## config.mk

```make
export PLATFORM = sky130hd
export DESIGN_NAME = lzss_ctrl
export DESIGN_NICKNAME = d
export VERILOG_FILES = /design/src/rtl/core/lzss_pkg.sv /design/src/rtl/core/lzss_ctrl.sv
export SDC_FILE = /design/constraint.sdc
export NUM_CORES = 1
export LEC_CHECK = 0
export ABC_AREA = 1
export BUFFER_PORTS_ARGS = -buffer_cell sky130_fd_sc_hd__buf_2
export CAP_MARGIN = 20
export CORE_UTILIZATION = 45
export CTS_BUF_LIST = sky130_fd_sc_hd__clkbuf_16
export DETAILED_ROUTE_END_ITERATION = 10
export HOLD_SLACK_MARGIN = 0.02
export SKIP_CTS_REPAIR_TIMING = 1
export SLEW_MARGIN = 20
export SYNTH_ARGS = -nofsm -noshare
export SYNTH_HDL_FRONTEND = slang
export SYNTH_SLANG_ARGS = --single-unit
```

## constraint.sdc

```tcl
create_clock -name clock -period 5.5 [get_ports clock]
set_input_delay 0.55 -clock clock [delete_from_list [all_inputs] [get_ports clock]]
set_output_delay 0.55 -clock clock [all_outputs]
set_load 0.03 [all_outputs]
```

## src/rtl/core/lzss_pkg.sv

```systemverilog
// ----------------------------------------------------------------------------
// lzss_pkg
// Types and constants of the LZSS window decoder.
// ----------------------------------------------------------------------------
package lzss_pkg;

   localparam int          WINDOW_SIZE = 4096;
   localparam int          RING_AW     = $clog2(WINDOW_SIZE);
   localparam int          DIST_W      = RING_AW + 1;
   localparam int          LEN_W       = 5;
   localparam logic [7:0]  FILL_BYTE   = 8'h20;
   localparam logic [11:0] POS_OFFSET  = 12'd18;
   localparam logic [4:0]  MIN_COPY    = 5'd3;

   typedef enum logic [1:0] {
      PHASE_FLAG  = 2'd0,
      PHASE_TOKEN = 2'd1,
      PHASE_PAIR  = 2'd2
   } phase_type;

   typedef enum logic [2:0] {
      ST_IDLE    = 3'd0,
      ST_DECODE  = 3'd1,
      ST_EMIT    = 3'd2,
      ST_COPY_RD = 3'd3,
      ST_COPY_WR = 3'd4
   } state_type;

   typedef enum logic [1:0] {
      STATUS_OK       = 2'd0,
      STATUS_OVERFLOW = 2'd1,
      STATUS_MISMATCH = 2'd2
   } status_type;

   // one result word headed for the output register
   typedef struct packed {
      logic       valid;
      logic [7:0] out_byte;
      logic       byte_valid;
      logic       run_last;
      status_type status;
   } emit_type;

   // history ring access
   typedef struct packed {
      logic               wr_en;
      logic [RING_AW-1:0] wr_addr;
      logic [7:0]         wr_data;
      logic               rd_en;
      logic [RING_AW-1:0] rd_addr;
   } ring_req_type;

endpackage

```

## src/rtl/core/lzss_ctrl.sv

```systemverilog
// ----------------------------------------------------------------------------
// lzss_ctrl
// Token parser and copy sequencer around one shared length adder.
// ----------------------------------------------------------------------------
module lzss_ctrl
   import lzss_pkg::*;
#(
   parameter int LENGTH_BITS = 24
) (
   input  logic                   clock,
   input  logic                   reset,
   input  logic                   req_valid,
   input  logic [7:0]             req_in_byte,
   input  logic                   req_stream_end,
   output logic                   req_stall,
   input  logic [LENGTH_BITS-1:0] expected_length,
   input  logic                   slot_free,
   output emit_type               emit,
   output ring_req_type           ring_req,
   input  logic [7:0]             rd_data
);

   localparam int CW = LENGTH_BITS + 1;

   state_type                state_ff, state_in;
   phase_type                phase_ff, phase_in;
   logic [7:0]               flag_ff, flag_in;
   logic [2:0]               tok_ff, tok_in;
   logic [7:0]               low_ff, low_in;
   logic                     ovf_ff, ovf_in;
   logic [LENGTH_BITS-1:0]   count_ff, count_in;
   logic [7:0]               byte_ff, byte_in;
   logic                     end_ff, end_in;
   logic                     lit_ff, lit_in;
   logic [LEN_W-1:0]         left_ff, left_in;
   logic [DIST_W-1:0]        dist_ff, dist_in;
   logic [RING_AW-1:0]       src_ff, src_in;
   status_type               status_ff, status_in;

   logic                     active;
   logic                     is_lit;
   logic                     is_copy;
   logic [LEN_W-1:0]         copy_len;
   logic [RING_AW-1:0]       target;
   logic [RING_AW-1:0]       back;
   logic [CW-1:0]            addend;
   logic [CW-1:0]            sum;
   logic                     over;
   logic                     ovf_next;
   logic [7:0]               copy_byte;

   // shared length adder: count plus what this token will emit
   always_comb begin
      active   = !ovf_ff && (count_ff < expected_length);
      is_lit   = active && (phase_ff == PHASE_TOKEN) && flag_ff[tok_ff];
      is_copy  = active && (phase_ff == PHASE_PAIR);
      copy_len = MIN_COPY + {1'b0, byte_ff[3:0]};
      target   = {byte_ff[7:4], low_ff} + POS_OFFSET;
      back     = count_ff[RING_AW-1:0] - target - RING_AW'(1);
      if (is_lit) begin
         addend = CW'(1);
      end else if (is_copy) begin
         addend = CW'(copy_len);
      end else begin
         addend = '0;
      end
      sum       = {1'b0, count_ff} + addend;
      over      = is_copy && (sum > {1'b0, expected_length});
      ovf_next  = ovf_ff || over;
      copy_byte = (count_ff < LENGTH_BITS'(dist_ff)) ? FILL_BYTE : rd_data;
   end

   always_ff @(posedge clock) begin
      if (reset) begin
         state_ff <= ST_IDLE;
         phase_ff <= PHASE_FLAG;
         flag_ff  <= '0;
         tok_ff   <= '0;
         low_ff   <= '0;
         ovf_ff   <= 1'b0;
         count_ff <= '0;
      end else begin
         state_ff <= state_in;
         phase_ff <= phase_in;
         flag_ff  <= flag_in;
         tok_ff   <= tok_in;
         low_ff   <= low_in;
         ovf_ff   <= ovf_in;
         count_ff <= count_in;
      end
   end

   always_ff @(posedge clock) begin
      byte_ff   <= byte_in;
      end_ff    <= end_in;
      lit_ff    <= lit_in;
      left_ff   <= left_in;
      dist_ff   <= dist_in;
      src_ff    <= src_in;
      status_ff <= status_in;
   end

   always_comb begin
      state_in  = state_ff;
      phase_in  = phase_ff;
      flag_in   = flag_ff;
      tok_in    = tok_ff;
      low_in    = low_ff;
      ovf_in    = ovf_ff;
      count_in  = count_ff;
      byte_in   = byte_ff;
      end_in    = end_ff;
      lit_in    = lit_ff;
      left_in   = left_ff;
      dist_in   = dist_ff;
      src_in    = src_ff;
      status_in = status_ff;
      req_stall = 1'b1;
      emit      = '0;
      ring_req  = '0;

      case (state_ff)
         ST_IDLE: begin
            req_stall = 1'b0;
            if (req_valid) begin
               byte_in  = req_in_byte;
               end_in   = req_stream_end;
               state_in = ST_DECODE;
            end
         end

         ST_DECODE: begin
            ovf_in = ovf_next;
            if (ovf_next) begin
               status_in = STATUS_OVERFLOW;
            end else if (end_ff && (sum != {1'b0, expected_length})) begin
               status_in = STATUS_MISMATCH;
            end else begin
               status_in = STATUS_OK;
            end
            if (active) begin
               case (phase_ff)
                  PHASE_FLAG: begin
                     flag_in  = byte_ff;
                     tok_in   = '0;
                     phase_in = PHASE_TOKEN;
                  end
                  PHASE_TOKEN: begin
                     if (is_lit) begin
                        tok_in   = tok_ff + 3'd1;
                        phase_in = (tok_ff == 3'd7) ? PHASE_FLAG : PHASE_TOKEN;
                     end else begin
                        low_in   = byte_ff;
                        phase_in = PHASE_PAIR;
                     end
                  end
                  default: begin
                     tok_in   = tok_ff + 3'd1;
                     phase_in = (tok_ff == 3'd7) ? PHASE_FLAG : PHASE_TOKEN;
                  end
               endcase
            end
            lit_in  = is_lit;
            left_in = copy_len;
            dist_in = {1'b0, back} + DIST_W'(1);
            src_in  = target;
            if (is_lit) begin
               state_in = ST_EMIT;
            end else if (is_copy && !over) begin
               state_in = ST_COPY_RD;
            end else if (end_ff) begin
               state_in = ST_EMIT;
            end else begin
               state_in = ST_IDLE;
            end
         end

         ST_EMIT: begin
            if (slot_free) begin
               emit.valid      = 1'b1;
               emit.out_byte   = lit_ff ? byte_ff : 8'd0;
               emit.byte_valid = lit_ff;
               emit.run_last   = 1'b1;
               emit.status     = status_ff;
               if (lit_ff) begin
                  ring_req.wr_en   = 1'b1;
                  ring_req.wr_addr = count_ff[RING_AW-1:0];
                  ring_req.wr_data = byte_ff;
                  count_in         = count_ff + LENGTH_BITS'(1);
               end
               if (end_ff) begin
                  phase_in = PHASE_FLAG;
                  flag_in  = '0;
                  tok_in   = '0;
                  low_in   = '0;
                  ovf_in   = 1'b0;
                  count_in = '0;
               end
               state_in = ST_IDLE;
            end
         end

         ST_COPY_RD: begin
            ring_req.rd_en   = 1'b1;
            ring_req.rd_addr = src_ff;
            state_in         = ST_COPY_WR;
         end

         ST_COPY_WR: begin
            if (slot_free) begin
               emit.valid       = 1'b1;
               emit.out_byte    = copy_byte;
               emit.byte_valid  = 1'b1;
               emit.run_last    = (left_ff == LEN_W'(1));
               emit.status      = status_ff;
               ring_req.wr_en   = 1'b1;
               ring_req.wr_addr = count_ff[RING_AW-1:0];
               ring_req.wr_data = copy_byte;
               count_in         = count_ff + LENGTH_BITS'(1);
               src_in           = src_ff + RING_AW'(1);
               left_in          = left_ff - LEN_W'(1);
               if (left_ff == LEN_W'(1)) begin
                  if (end_ff) begin
                     phase_in = PHASE_FLAG;
                     flag_in  = '0;
                     tok_in   = '0;
                     low_in   = '0;
                     ovf_in   = 1'b0;
                     count_in = '0;
                  end
                  state_in = ST_IDLE;
               end else begin
                  state_in = ST_COPY_RD;
               end
            end
         end

         default: begin
            state_in = ST_IDLE;
         end
      endcase
   end

endmodule

```

==> out/metrics.cfg, run 1 <==
[status]
status = finished clean

[global_route]
global_route.usage.met1 = 0.349
grt_util_met3 = 0.0381
grt_max_degree = 26
number_of_global_route_vias_before_repair = 6626
grt_overflow_total = 0
groute.layer.met2.usage = 0.398
grt.total_usage = 0.249
most_crowded_layer_gr = met2
grt_antenna_before_repair = 0
grt_first_pass_wirelength_um = 34100

[timing]
fmaxAchievable_ghz = 0.203
unrepaired_setup_endpoints_after_global_routing = false
final.hold.worst_slack_ns = 0.363
period_needed_ns = 4.92
final-setup-viol-count = 0
finalCritPeriodShare = 0.894
clock_skew_ns = 0.00702
slew-limit-headroom = 0.377
tns_ns = 0
post_route_setup_slack_ns = 0.584
drv_slew = 0
hold_viol_final = 0
worst_slew_pin_slew_ns = 0.925

[clocking]
h-tree-depth = 3
clkSinkCount = 91
tritoncts.num_buffers = 9
cts-root-buf = sky130_fd_sc_hd__clkbuf_16
clk_latency_ns = 0.36
cts_tree = yes
cts-root-to-sink-buffers = 2
clk_transition_reported_paths_ns = 0.07

[floorplan]
placeableCoreArea_um2 = 16600
die_height_um = 132
die-width_um = 132
num_io_pins = 93
floorplan.initialDensity = 0.461
rows = 47
die_area_um2 = 17500

[detailed_routing]
postRouteWirelength_um = 21100
detail_route.vias_per_cell = 5.05
first_iter_violations = 494
drc = 0
wire_per_inst_um = 14.9
drt.antenna.violating_nets = 0
routed-via-count = 7147
drt_first_pass_iters = 5

[synth]
syn-cell-area_um2 = 7640
synth.top_cells.by_area = sky130_fd_sc_hd__edfxtp_1 16%, sky130_fd_sc_hd__ha_1 14%, sky130_fd_sc_hd__dfxtp_1 13%
post_synth_simple_gate_area = 0.282
synth_seq_area_share = 0.293
synthMuxAreaShare = 0.00131
synth_fp_nets = 1221
synth.distinct_cells = 56
netlist_instances = 1090
ys_seq_elements = 91
combinational_family_with_the_most_area_after_synthesis = simple AND/OR/NAND/NOR gates
post_synth_fa_ha_maj_area_fraction = 0.143
synth_largest_area_cell = sky130_fd_sc_hd__edfxtp_1
share_of_the_synthesized_area_in_compound_gates_ao_oa_aoi_oai = 0.111
post_synth.cell_area_avg_um2 = 7.01
xor_xnor_portion_of_the_synthesized_cell_area = 0.0607
synth-warning-count = 0
area_share_of_the_largest_cell_type_after_synthesis = 0.165

[cells_and_area]
layout.cells.most_common = sky130_fd_sc_hd__nand2_1
drive_above_1_share = 0.132
layout.filler_cells = 1714
antenna_cells = 0
design_area_um2 = 8660
layout.nets = 1320
mostFrequentLayoutCells = 232 x sky130_fd_sc_hd__nand2_1, 180 x sky130_fd_sc_hd__inv_1, 140 x sky130_fd_sc_hd__nor2_1
flow.area_growth_from_synthesis_pct = 13.3

[setup_path]
critPathCaptureType = flop
crit_arrival_ns = 5.03
timing.critical_path.from_type = flop
critPathRequiredTime_ns = 5.61
crit_type = flop to flop
critical_path.max_fanout = 6

[place]
gpl.final_weighted_congestion = 0.924
pre_cts_ws_ns = 0.374
placed_cell_area_um2 = 8380
portBuffers = 92
place.detailed.hpwl_um = 17300

[power_and_ir_drop]
ir_worst_vdd_v = 0.000168
powerDensity_nw_per_um2 = 231
leakage_power_summed_over_all_cells_nw = 4.33

[min_path]
worst_hold_path_type = primary input to flop

[flow_run]
drv.max_cap_violation_count = 0

## logic make-up after synthesis
kind of cell             count (synthesis)
AND/OR/NAND/NOR                        503
buffers and inverters                  208
AO/OA/AOI/OAI                          148
flip-flops                              91
adder cells (fa/ha/maj)                 86
XOR/XNOR                                53
multiplexers                             1
## cells in the mapped netlist, drive strengths merged
cell and instances:
dfxtp 49, edfxtp 42, nor2b 1, nand4 17, o211ai 1, a21oi 69, nor3b 1, nand2 242
o31ai 1, nand3b 3, o211a 2, buf 14, a211oi 5, and3 1, o22ai 1, ha 84
a21boi 1, o21a 4, xor2 48, or2 6, a21o 6, fa 2, clkbuf 8, mux2i 1
xnor2 5, a22oi 1, a31oi 2, nand3 57, o21ai 52, nor4 9, clkinv 2, nor2 145
a311oi 1, o21bai 2, nor3 21, inv 184
## routing by layer
metal	vias up	wire, um
li1	3717	-
met1	3233	10300
met2	178	9490
met3	19	988
met4	0	329
met5	-	0
## where the power goes
| group | internal [mW] | total, mW | switching [mW] |
|---|---|---|---|
| Combinational | 0.173 | 0.543 | 0.370 |
| Clock | 0.307 | 0.597 | 0.290 |
| Sequential | 0.808 | 0.860 | 0.0517 |
| Total | 1.29 | 2.00 | 0.712 |
## layout make-up
type / instances / area (um^2) / share of cell area
clock buffers: 9 / 225 / 0.0260
clock inverters: 7 / 43.8 / 0.00506
inverters: 186 / 706 / 0.0815
multi-input cells: 791 / 4570 / 0.528
flip-flops and latches: 91 / 2240 / 0.259
well taps: 220 / 275 / 0.0318
repair buffers: 110 / 596 / 0.0688
## flip-flops by register name (all words and copies together) (netlist names)
| register | cells |
|---|---|
| byte_ff | 8 |
| count_ff | 24 |
| dist_ff | 13 |
| end_ff | 1 |
| flag_ff | 8 |
| left_ff | 5 |
| lit_ff | 1 |
| low_ff | 8 |
| ovf_ff | 1 |
| phase_ff | 2 |
| src_ff | 12 |
| state_ff | 3 |
| status_ff | 2 |
| tok_ff | 3 |
## worst max-delay path, stage by stage (launching register included)
cell and delay (ns):
sky130_fd_sc_hd__dfxtp_1 0.45, sky130_fd_sc_hd__ha_1 0.29, sky130_fd_sc_hd__a21o_1 0.16, sky130_fd_sc_hd__nor2_1 0.13, sky130_fd_sc_hd__nand2_1 0.10, sky130_fd_sc_hd__a21oi_1 0.23, sky130_fd_sc_hd__nand3_1 0.14, sky130_fd_sc_hd__buf_4 0.18
sky130_fd_sc_hd__nor2_1 0.14, sky130_fd_sc_hd__inv_1 0.08, sky130_fd_sc_hd__fa_1 0.43, sky130_fd_sc_hd__o21ai_0 0.25, sky130_fd_sc_hd__nand2_1 0.12, sky130_fd_sc_hd__o21ai_0 0.27, sky130_fd_sc_hd__nand3_1 0.16, sky130_fd_sc_hd__nor2_1 0.14
sky130_fd_sc_hd__xor2_1 0.15, sky130_fd_sc_hd__inv_1 0.05, sky130_fd_sc_hd__ha_1 0.29, sky130_fd_sc_hd__nand3_1 0.07, sky130_fd_sc_hd__nor3_1 0.18, sky130_fd_sc_hd__nor2b_1 0.20, sky130_fd_sc_hd__nand3_1 0.09, sky130_fd_sc_hd__nand3_1 0.08
sky130_fd_sc_hd__nand2_1 0.07, sky130_fd_sc_hd__o21ai_1 0.19, sky130_fd_sc_hd__nor2_1 0.07
## final timing paths
check	from	to	slack [ns]	cells after the start
worst min-delay path	req_in_byte[3]	byte_ff[3]$_DFFE_PP_	0.36	1
worst min register to register	flag_ff[0]$_SDFFE_PP0P_	flag_ff[0]$_SDFFE_PP0P_	0.46	2
worst max register to register	count_ff[15]$_SDFFE_PP0P_	status_ff[1]$_SDFFCE_PP0P_	0.58	26
worst max-delay path	count_ff[15]$_SDFFE_PP0P_	status_ff[1]$_SDFFCE_PP0P_	0.58	26
## per-stage QoR
stage          cells  total power [mW]  utilization
5_1_grt         1414              2.12        0.522
3_3_place_gp    1397              1.41        0.506
3_5_place_dp    1397              1.41        0.506
2_1_floorplan   1090              1.25            -
6_report        1414              2.00        0.522
4_1_cts         1413              2.01        0.522
Power figures use the tool's default switching activity.
==> run 2, diff against run 1 <==
CTS_BUF_LIST = default   (was sky130_fd_sc_hd__clkbuf_16)
==> run 2 against run 1 <==
  * First-iteration DRC count increased by 1.2%
  * Maximum frequency about the same
  * Sequential share of layout area about the same
  * Register-to-register slack about the same
  * Critical path depth unchanged
  * Combinational power about the same
==> out/metrics.cfg, run 2 (same netlist as run 1, synthesis figures left out) <==
[place]
place.detailed.hpwl_um = 17300  ; unchanged
portBuffers = 92  ; unchanged
placed_cell_area_um2 = 8380  ; unchanged
gpl.final_weighted_congestion = 0.924  ; unchanged

[timing]
finalCritPeriodShare = 0.894  ; about the same
clock_skew_ns = 0.00456  ; -0.00246 ns
fmaxAchievable_ghz = 0.203  ; about the same
tns_ns = 0  ; unchanged
final-setup-viol-count = 0  ; unchanged
period_needed_ns = 4.92  ; -0.000516 ns
unrepaired_setup_endpoints_after_global_routing = false
worst_slew_pin_slew_ns = 0.936  ; +0.0105 ns
hold_viol_final = 0  ; unchanged
slew-limit-headroom = 0.370  ; -0.00707
drv_slew = 0  ; unchanged

[global_route]
grt_first_pass_wirelength_um = 34100  ; about the same
grt_antenna_before_repair = 0  ; unchanged
most_crowded_layer_gr = met2
grt_max_degree = 26  ; unchanged
grt_util_met3 = 0.0381  ; unchanged
global_route.usage.met1 = 0.350  ; about the same
grt.total_usage = 0.249  ; about the same
groute.layer.met2.usage = 0.398  ; unchanged
grt_overflow_total = 0  ; unchanged
number_of_global_route_vias_before_repair = 6624  ; -0.030%

[floorplan]
placeableCoreArea_um2 = 16600  ; unchanged
die_area_um2 = 17500  ; unchanged
rows = 47  ; unchanged
num_io_pins = 93  ; unchanged
die-width_um = 132  ; unchanged
floorplan.initialDensity = 0.461  ; unchanged
die_height_um = 132  ; unchanged

[setup_path]
crit_arrival_ns = 5.02  ; about the same
rrSetupSlack_ns = 0.58  ; about the same
timing.critical_path.from_type = flop
rr_startpoint = count_ff[15]$_SDFFE_PP0P_
crit-reg2reg-capture = status_ff[1]$_SDFFCE_PP0P_
critPathCaptureType = flop
critical_path.max_fanout = 6  ; unchanged
worstRegToRegCells = 26  ; unchanged
crit_type = flop to flop
critPathRequiredTime_ns = 5.61  ; about the same

[detailed_routing]
drt_first_pass_iters = 5  ; unchanged
drt.antenna.violating_nets = 0  ; unchanged
wire_per_inst_um = 14.9  ; -0.21%
routed-via-count = 7145  ; -0.028%
postRouteWirelength_um = 21100  ; -0.21%
detail_route.vias_per_cell = 5.05  ; about the same
drc = 0  ; unchanged
first_iter_violations = 500  ; +1.2%

[cells_and_area]
design_area_um2 = 8670  ; +0.12%
mostFrequentLayoutCells = 232 x sky130_fd_sc_hd__nand2_1, 179 x sky130_fd_sc_hd__inv_1, 140 x sky130_fd_sc_hd__nor2_1
flow.area_growth_from_synthesis_pct = 13.4
max_reg_flops = 24  ; unchanged
drive_above_1_share = 0.133  ; +0.000838
antenna_cells = 0  ; unchanged
regMostFlops = count_ff
reg.largest.list = count_ff x24, dist_ff x13, src_ff x12
layout.nets = 1320  ; unchanged
layout.filler_cells = 1713  ; -0.058%
layout.cells.most_common = sky130_fd_sc_hd__nand2_1

[min_path]
worst_hold_path_type = primary input to flop
holdCritStartpoint = req_in_byte[3]
number_of_stages_on_the_worst_hold_path = 1  ; unchanged
min_to = byte_ff[3]$_DFFE_PP_

[power_and_ir_drop]
ir_worst_vdd_v = 0.000173  ; +3.0%
powerDensity_nw_per_um2 = 232  ; +0.55%
leakage_power_summed_over_all_cells_nw = 4.33  ; about the same

[status]
status = finished clean

[clocking]
cts-root-to-sink-buffers = 2  ; unchanged
tritoncts.num_buffers = 9  ; unchanged
cts-root-buf = sky130_fd_sc_hd__clkbuf_16
cts_tree = yes
h-tree-depth = 3  ; unchanged
clk_latency_ns = 0.35  ; about the same
clk_transition_reported_paths_ns = 0.07  ; about the same
clkSinkCount = 91  ; unchanged

[flow_run]
drv.max_cap_violation_count = 0  ; unchanged

==> run 2: changes by cell type in the layout (fill, tap and decap cells not counted) <==
cell                       change
sky130_fd_sc_hd__clkbuf_1      +1
sky130_fd_sc_hd__clkbuf_8      +1
sky130_fd_sc_hd__clkinv_1      -1
sky130_fd_sc_hd__inv_1         -1
==> run 2: critical path: stages, from the launching register on <==
cell and delay, ns:
sky130_fd_sc_hd__dfxtp_1 0.45, sky130_fd_sc_hd__ha_1 0.29, sky130_fd_sc_hd__a21o_1 0.16, sky130_fd_sc_hd__nor2_1 0.13
sky130_fd_sc_hd__nand2_1 0.10, sky130_fd_sc_hd__a21oi_1 0.22, sky130_fd_sc_hd__nand3_1 0.14, sky130_fd_sc_hd__buf_4 0.18
sky130_fd_sc_hd__nor2_1 0.14, sky130_fd_sc_hd__inv_1 0.08, sky130_fd_sc_hd__fa_1 0.43, sky130_fd_sc_hd__o21ai_0 0.25
sky130_fd_sc_hd__nand2_1 0.12, sky130_fd_sc_hd__o21ai_0 0.27, sky130_fd_sc_hd__nand3_1 0.16, sky130_fd_sc_hd__nor2_1 0.14
sky130_fd_sc_hd__xor2_1 0.15, sky130_fd_sc_hd__inv_1 0.05, sky130_fd_sc_hd__ha_1 0.29, sky130_fd_sc_hd__nand3_1 0.07
sky130_fd_sc_hd__nor3_1 0.18, sky130_fd_sc_hd__nor2b_1 0.20, sky130_fd_sc_hd__nand3_1 0.09, sky130_fd_sc_hd__nand3_1 0.08
sky130_fd_sc_hd__nand2_1 0.07, sky130_fd_sc_hd__o21ai_1 0.19, sky130_fd_sc_hd__nor2_1 0.07
==> run 2: worst max-delay path by stage <==
stage                         startpoint                          to  slack, ns  cells past startpoint
2_1_floorplan        expected_length[15]  status_ff[1]$_SDFFCE_PP0P_       0.76                     27
3_5_place_dp         expected_length[15]  status_ff[1]$_SDFFCE_PP0P_       0.37                     28
6_report       count_ff[15]$_SDFFE_PP0P_  status_ff[1]$_SDFFCE_PP0P_       0.58                     26
3_3_place_gp         expected_length[15]  status_ff[1]$_SDFFCE_PP0P_       0.49                     27
5_1_grt        count_ff[15]$_SDFFE_PP0P_  status_ff[1]$_SDFFCE_PP0P_       0.07                     26
4_1_cts        count_ff[15]$_SDFFE_PP0P_  status_ff[1]$_SDFFCE_PP0P_       0.61                     26
==> run 2: power breakdown <==
part	internal (mW)	switching, mW
Sequential	0.808	0.0514
Clock	0.322	0.288
Combinational	0.173	0.370
Total	1.30	0.709
==> run 2: layout make-up <==
type	count	area, um^2	share of cell area
Multi-Input combinational cell	791	4570	0.527
Sequential cell	91	2240	0.259
Inverter	186	706	0.0814
Timing Repair Buffer	110	596	0.0687
Tap cell	220	275	0.0318
Clock buffer	11	243	0.0280
Clock inverter	5	36.3	0.00419
==> run 2: routing by layer <==
metal	share of wire	up-vias
met4	0.015	0
met5	0	-
met1	0.49	3225
met3	0.047	21
met2	0.45	184
li1	-	3715
==> run 2: through the flow <==
stage                      util  hold slack (ns)  power (mW)  cells  setup WS (ns)
after floorplan               -            0.429        1.25   1090          0.760
after global placement    0.506            0.452        1.41   1397          0.485
after detailed placement  0.506            0.455        1.41   1397          0.374
after CTS                 0.522            0.361        2.03   1413          0.613
after global routing      0.523            0.358        2.13   1414         0.0727
final                     0.523            0.369        2.01   1414          0.584
==> run 3, diff against run 2 <==
CORE_UTILIZATION = 65   (was 45)
PLACE_DENSITY = 0.88   (was default)
clock period = 6.24 ns   (was 5.5 ns; I/O delays follow)
==> run 3 against run 2 <==
  * Register-to-register slack improved by 0.19 ns
  * Setup slack improved by 0.19 ns
  * Highest routed layer unchanged
  * Final area decreased by 1.9%
  * Critical endpoint unchanged
  * Sequential share of layout area increased by 0.51 points
  * Utilization increased by 22 points
  * Clock power decreased by 4.9%
  * Non-clock buffer count decreased by 14
  * Die area decreased by 30%
  * Sequential power decreased by 12%
  * Power decreased by 9.8%
==> out/metrics.cfg, run 3 (same netlist as run 1, synthesis figures left out) <==
[status]
status = finished clean

[cells_and_area]
drive_above_1_share = 0.123  ; -0.0103
layout.cells.most_common = sky130_fd_sc_hd__nand2_1
regMostFlops = count_ff
flow.area_growth_from_synthesis_pct = 11.2
design_area_um2 = 8500  ; -1.9%
layout.nets = 1306  ; -1.1%
finish.cell_count_without_fillers = 1324  ; -6.4%
max_reg_flops = 24  ; unchanged
mostFrequentLayoutCells = 232 x sky130_fd_sc_hd__nand2_1, 179 x sky130_fd_sc_hd__inv_1, 140 x sky130_fd_sc_hd__nor2_1
reg.largest.list = count_ff x24, dist_ff x13, src_ff x12

[min_path]
min_to = end_ff$_DFFE_PP_
worst_hold_path_type = primary input to flop
number_of_stages_on_the_worst_hold_path = 1  ; unchanged
holdCritStartpoint = req_stream_end

[floorplan]
num_io_pins = 93  ; unchanged
die_area_um2 = 12200  ; -30%
rows = 39  ; -17%
placeableCoreArea_um2 = 11400  ; -31%
floorplan.initialDensity = 0.670  ; +0.209
die_height_um = 110  ; -17%
die-width_um = 110  ; -17%

[flow_run]
drv.max_cap_violation_count = 0  ; unchanged

[timing]
final-setup-viol-count = 0  ; unchanged
worst_slew_pin_slew_ns = 1.08  ; +0.141 ns
drv_slew = 0  ; unchanged
fmaxAchievable_ghz = 0.183  ; -10%
period_needed_ns = 5.47  ; +0.550 ns
hold_viol_final = 0  ; unchanged
finalCritPeriodShare = 0.876  ; -0.0178
slew-limit-headroom = 0.279  ; -0.0907
clock_skew_ns = 0.0119  ; +0.00736 ns
unrepaired_setup_endpoints_after_global_routing = false
tns_ns = 0  ; unchanged

[setup_path]
path_common_cell = sky130_fd_sc_hd__nand2_1
cp_bufs_invs = 3  ; unchanged
crit_arrival_ns = 5.57  ; +0.55 ns
critPathRequiredTime_ns = 6.34  ; +0.73 ns
max_stage_delay_ns = 0.55  ; +0.10 ns
rrSetupSlack_ns = 0.77  ; +0.19 ns
critical_path.max_fanout = 8  ; +2
crit-reg2reg-capture = status_ff[1]$_SDFFCE_PP0P_
crit_type = flop to flop
critPathCaptureType = flop
worstRegToRegCells = 29  ; +12%
crit_path_top_delay_cell = sky130_fd_sc_hd__dfxtp_1
cp_top_family = simple AND/OR/NAND/NOR gates
timing.critical_path.from_type = flop
rr_startpoint = count_ff[10]$_SDFFE_PP0P_

[detailed_routing]
wire_per_inst_um = 15.2  ; +2.2%
routed-via-count = 7429  ; +4.0%
first_iter_violations = 534  ; +6.8%
detail_route.vias_per_cell = 5.61  ; +11%
drt.antenna.violating_nets = 0  ; unchanged
drt_first_pass_iters = 6  ; +1
drc = 0  ; unchanged
postRouteWirelength_um = 20200  ; -4.3%

[place]
gpl.final_weighted_congestion = 0.935  ; +1.2%
portBuffers = 92  ; unchanged
placedCellCount = 1307  ; -6.4%
placed_cell_area_um2 = 8190  ; -2.3%
place.detailed.hpwl_um = 15800  ; -8.9%

[clocking]
clk_latency_ns = 0.36  ; about the same
cts-root-to-sink-buffers = 2  ; unchanged
clkSinkCount = 91  ; unchanged
clk_transition_reported_paths_ns = 0.07  ; about the same
cts-root-buf = sky130_fd_sc_hd__clkbuf_16
h-tree-depth = 3  ; unchanged
tritoncts.num_buffers = 9  ; unchanged
cts_tree = yes

[global_route]
number_of_global_route_vias_before_repair = 6973  ; +5.3%
grt_antenna_before_repair = 0  ; unchanged
grt_max_degree = 26  ; unchanged
grt_first_pass_wirelength_um = 32700  ; -4.0%
grt.total_usage = 0.335  ; +0.0862
grt_overflow_total = 0  ; unchanged

[power_and_ir_drop]
switching_power_mw = 0.626  ; -12%
powerDensity_nw_per_um2 = 213  ; -8.1%
ir_worst_vdd_v = 0.000217  ; +25%
leakage_power_summed_over_all_cells_nw = 4.28  ; -1.3%
power.share.combinational = 0.262  ; -0.008
share_clk_of_total_power = 0.320  ; +0.017
switching_share = 0.345  ; -0.00730
share_seq_of_total_power = 0.418  ; -0.009
power.internal_mw = 1.19  ; -8.8%

run 3: final cells by class:
| class | instances | area (um^2) |
|---|---|---|
| Tap cell | 143 | 179 |
| Antenna cell | 1 | 2.50 |
| Clock inverter | 6 | 71.3 |
| Inverter | 186 | 706 |
| Clock buffer | 10 | 239 |
| Fill cell | 910 | 2920 |
| Timing Repair Buffer | 96 | 490 |
| Sequential cell | 91 | 2240 |
| Multi-Input combinational cell | 791 | 4570 |
run 3: stage by stage:
| stage | power (mW) | utilization | setup WS [ns] | hold WS (ns) |
|---|---|---|---|---|
| global route | 1.90 | 0.744 | 0.139 | 0.442 |
| detailed placement | 1.23 | 0.717 | 0.631 | 0.453 |
| finish | 1.81 | 0.745 | 0.774 | 0.440 |
| CTS | 1.80 | 0.744 | 0.844 | 0.439 |
| floorplan | 1.10 | - | 1.43 | 0.429 |
| global placement | 1.21 | 0.717 | 0.692 | 0.449 |
run 3: worst max-delay path by stage:
stage | slack, ns | from | cells past startpoint | to
after floorplan | 1.43 | expected_length[15] | 27 | status_ff[1]$_SDFFCE_PP0P_
after global placement | 0.69 | expected_length[15] | 28 | status_ff[1]$_SDFFCE_PP0P_
after detailed placement | 0.63 | expected_length[15] | 28 | status_ff[1]$_SDFFCE_PP0P_
after CTS | 0.84 | count_ff[9]$_SDFFE_PP0P_ | 29 | status_ff[1]$_SDFFCE_PP0P_
after global routing | 0.14 | count_ff[9]$_SDFFE_PP0P_ | 29 | status_ff[1]$_SDFFCE_PP0P_
final | 0.77 | count_ff[10]$_SDFFE_PP0P_ | 29 | status_ff[1]$_SDFFCE_PP0P_
run 3: per-layer routing:
metal / track usage / vias to the layer above / part of all wire
met5: 0 / - / 0
met4: 0.147 / 0 / 0.039
met3: 0.0626 / 62 / 0.085
met2: 0.547 / 341 / 0.46
met1: 0.432 / 3319 / 0.42
li1: - / 3707 / -
run 3: power groups by stage:
| stage | registers (mW) | logic (mW) | clock network (mW) |
|---|---|---|---|
| floorplan | 0.756 | 0.345 | 0 |
| global placement | 0.767 | 0.447 | 0 |
| detailed placement | 0.769 | 0.460 | 0 |
| CTS | 0.757 | 0.466 | 0.579 |
| global route | 0.766 | 0.529 | 0.603 |
| finish | 0.759 | 0.475 | 0.581 |
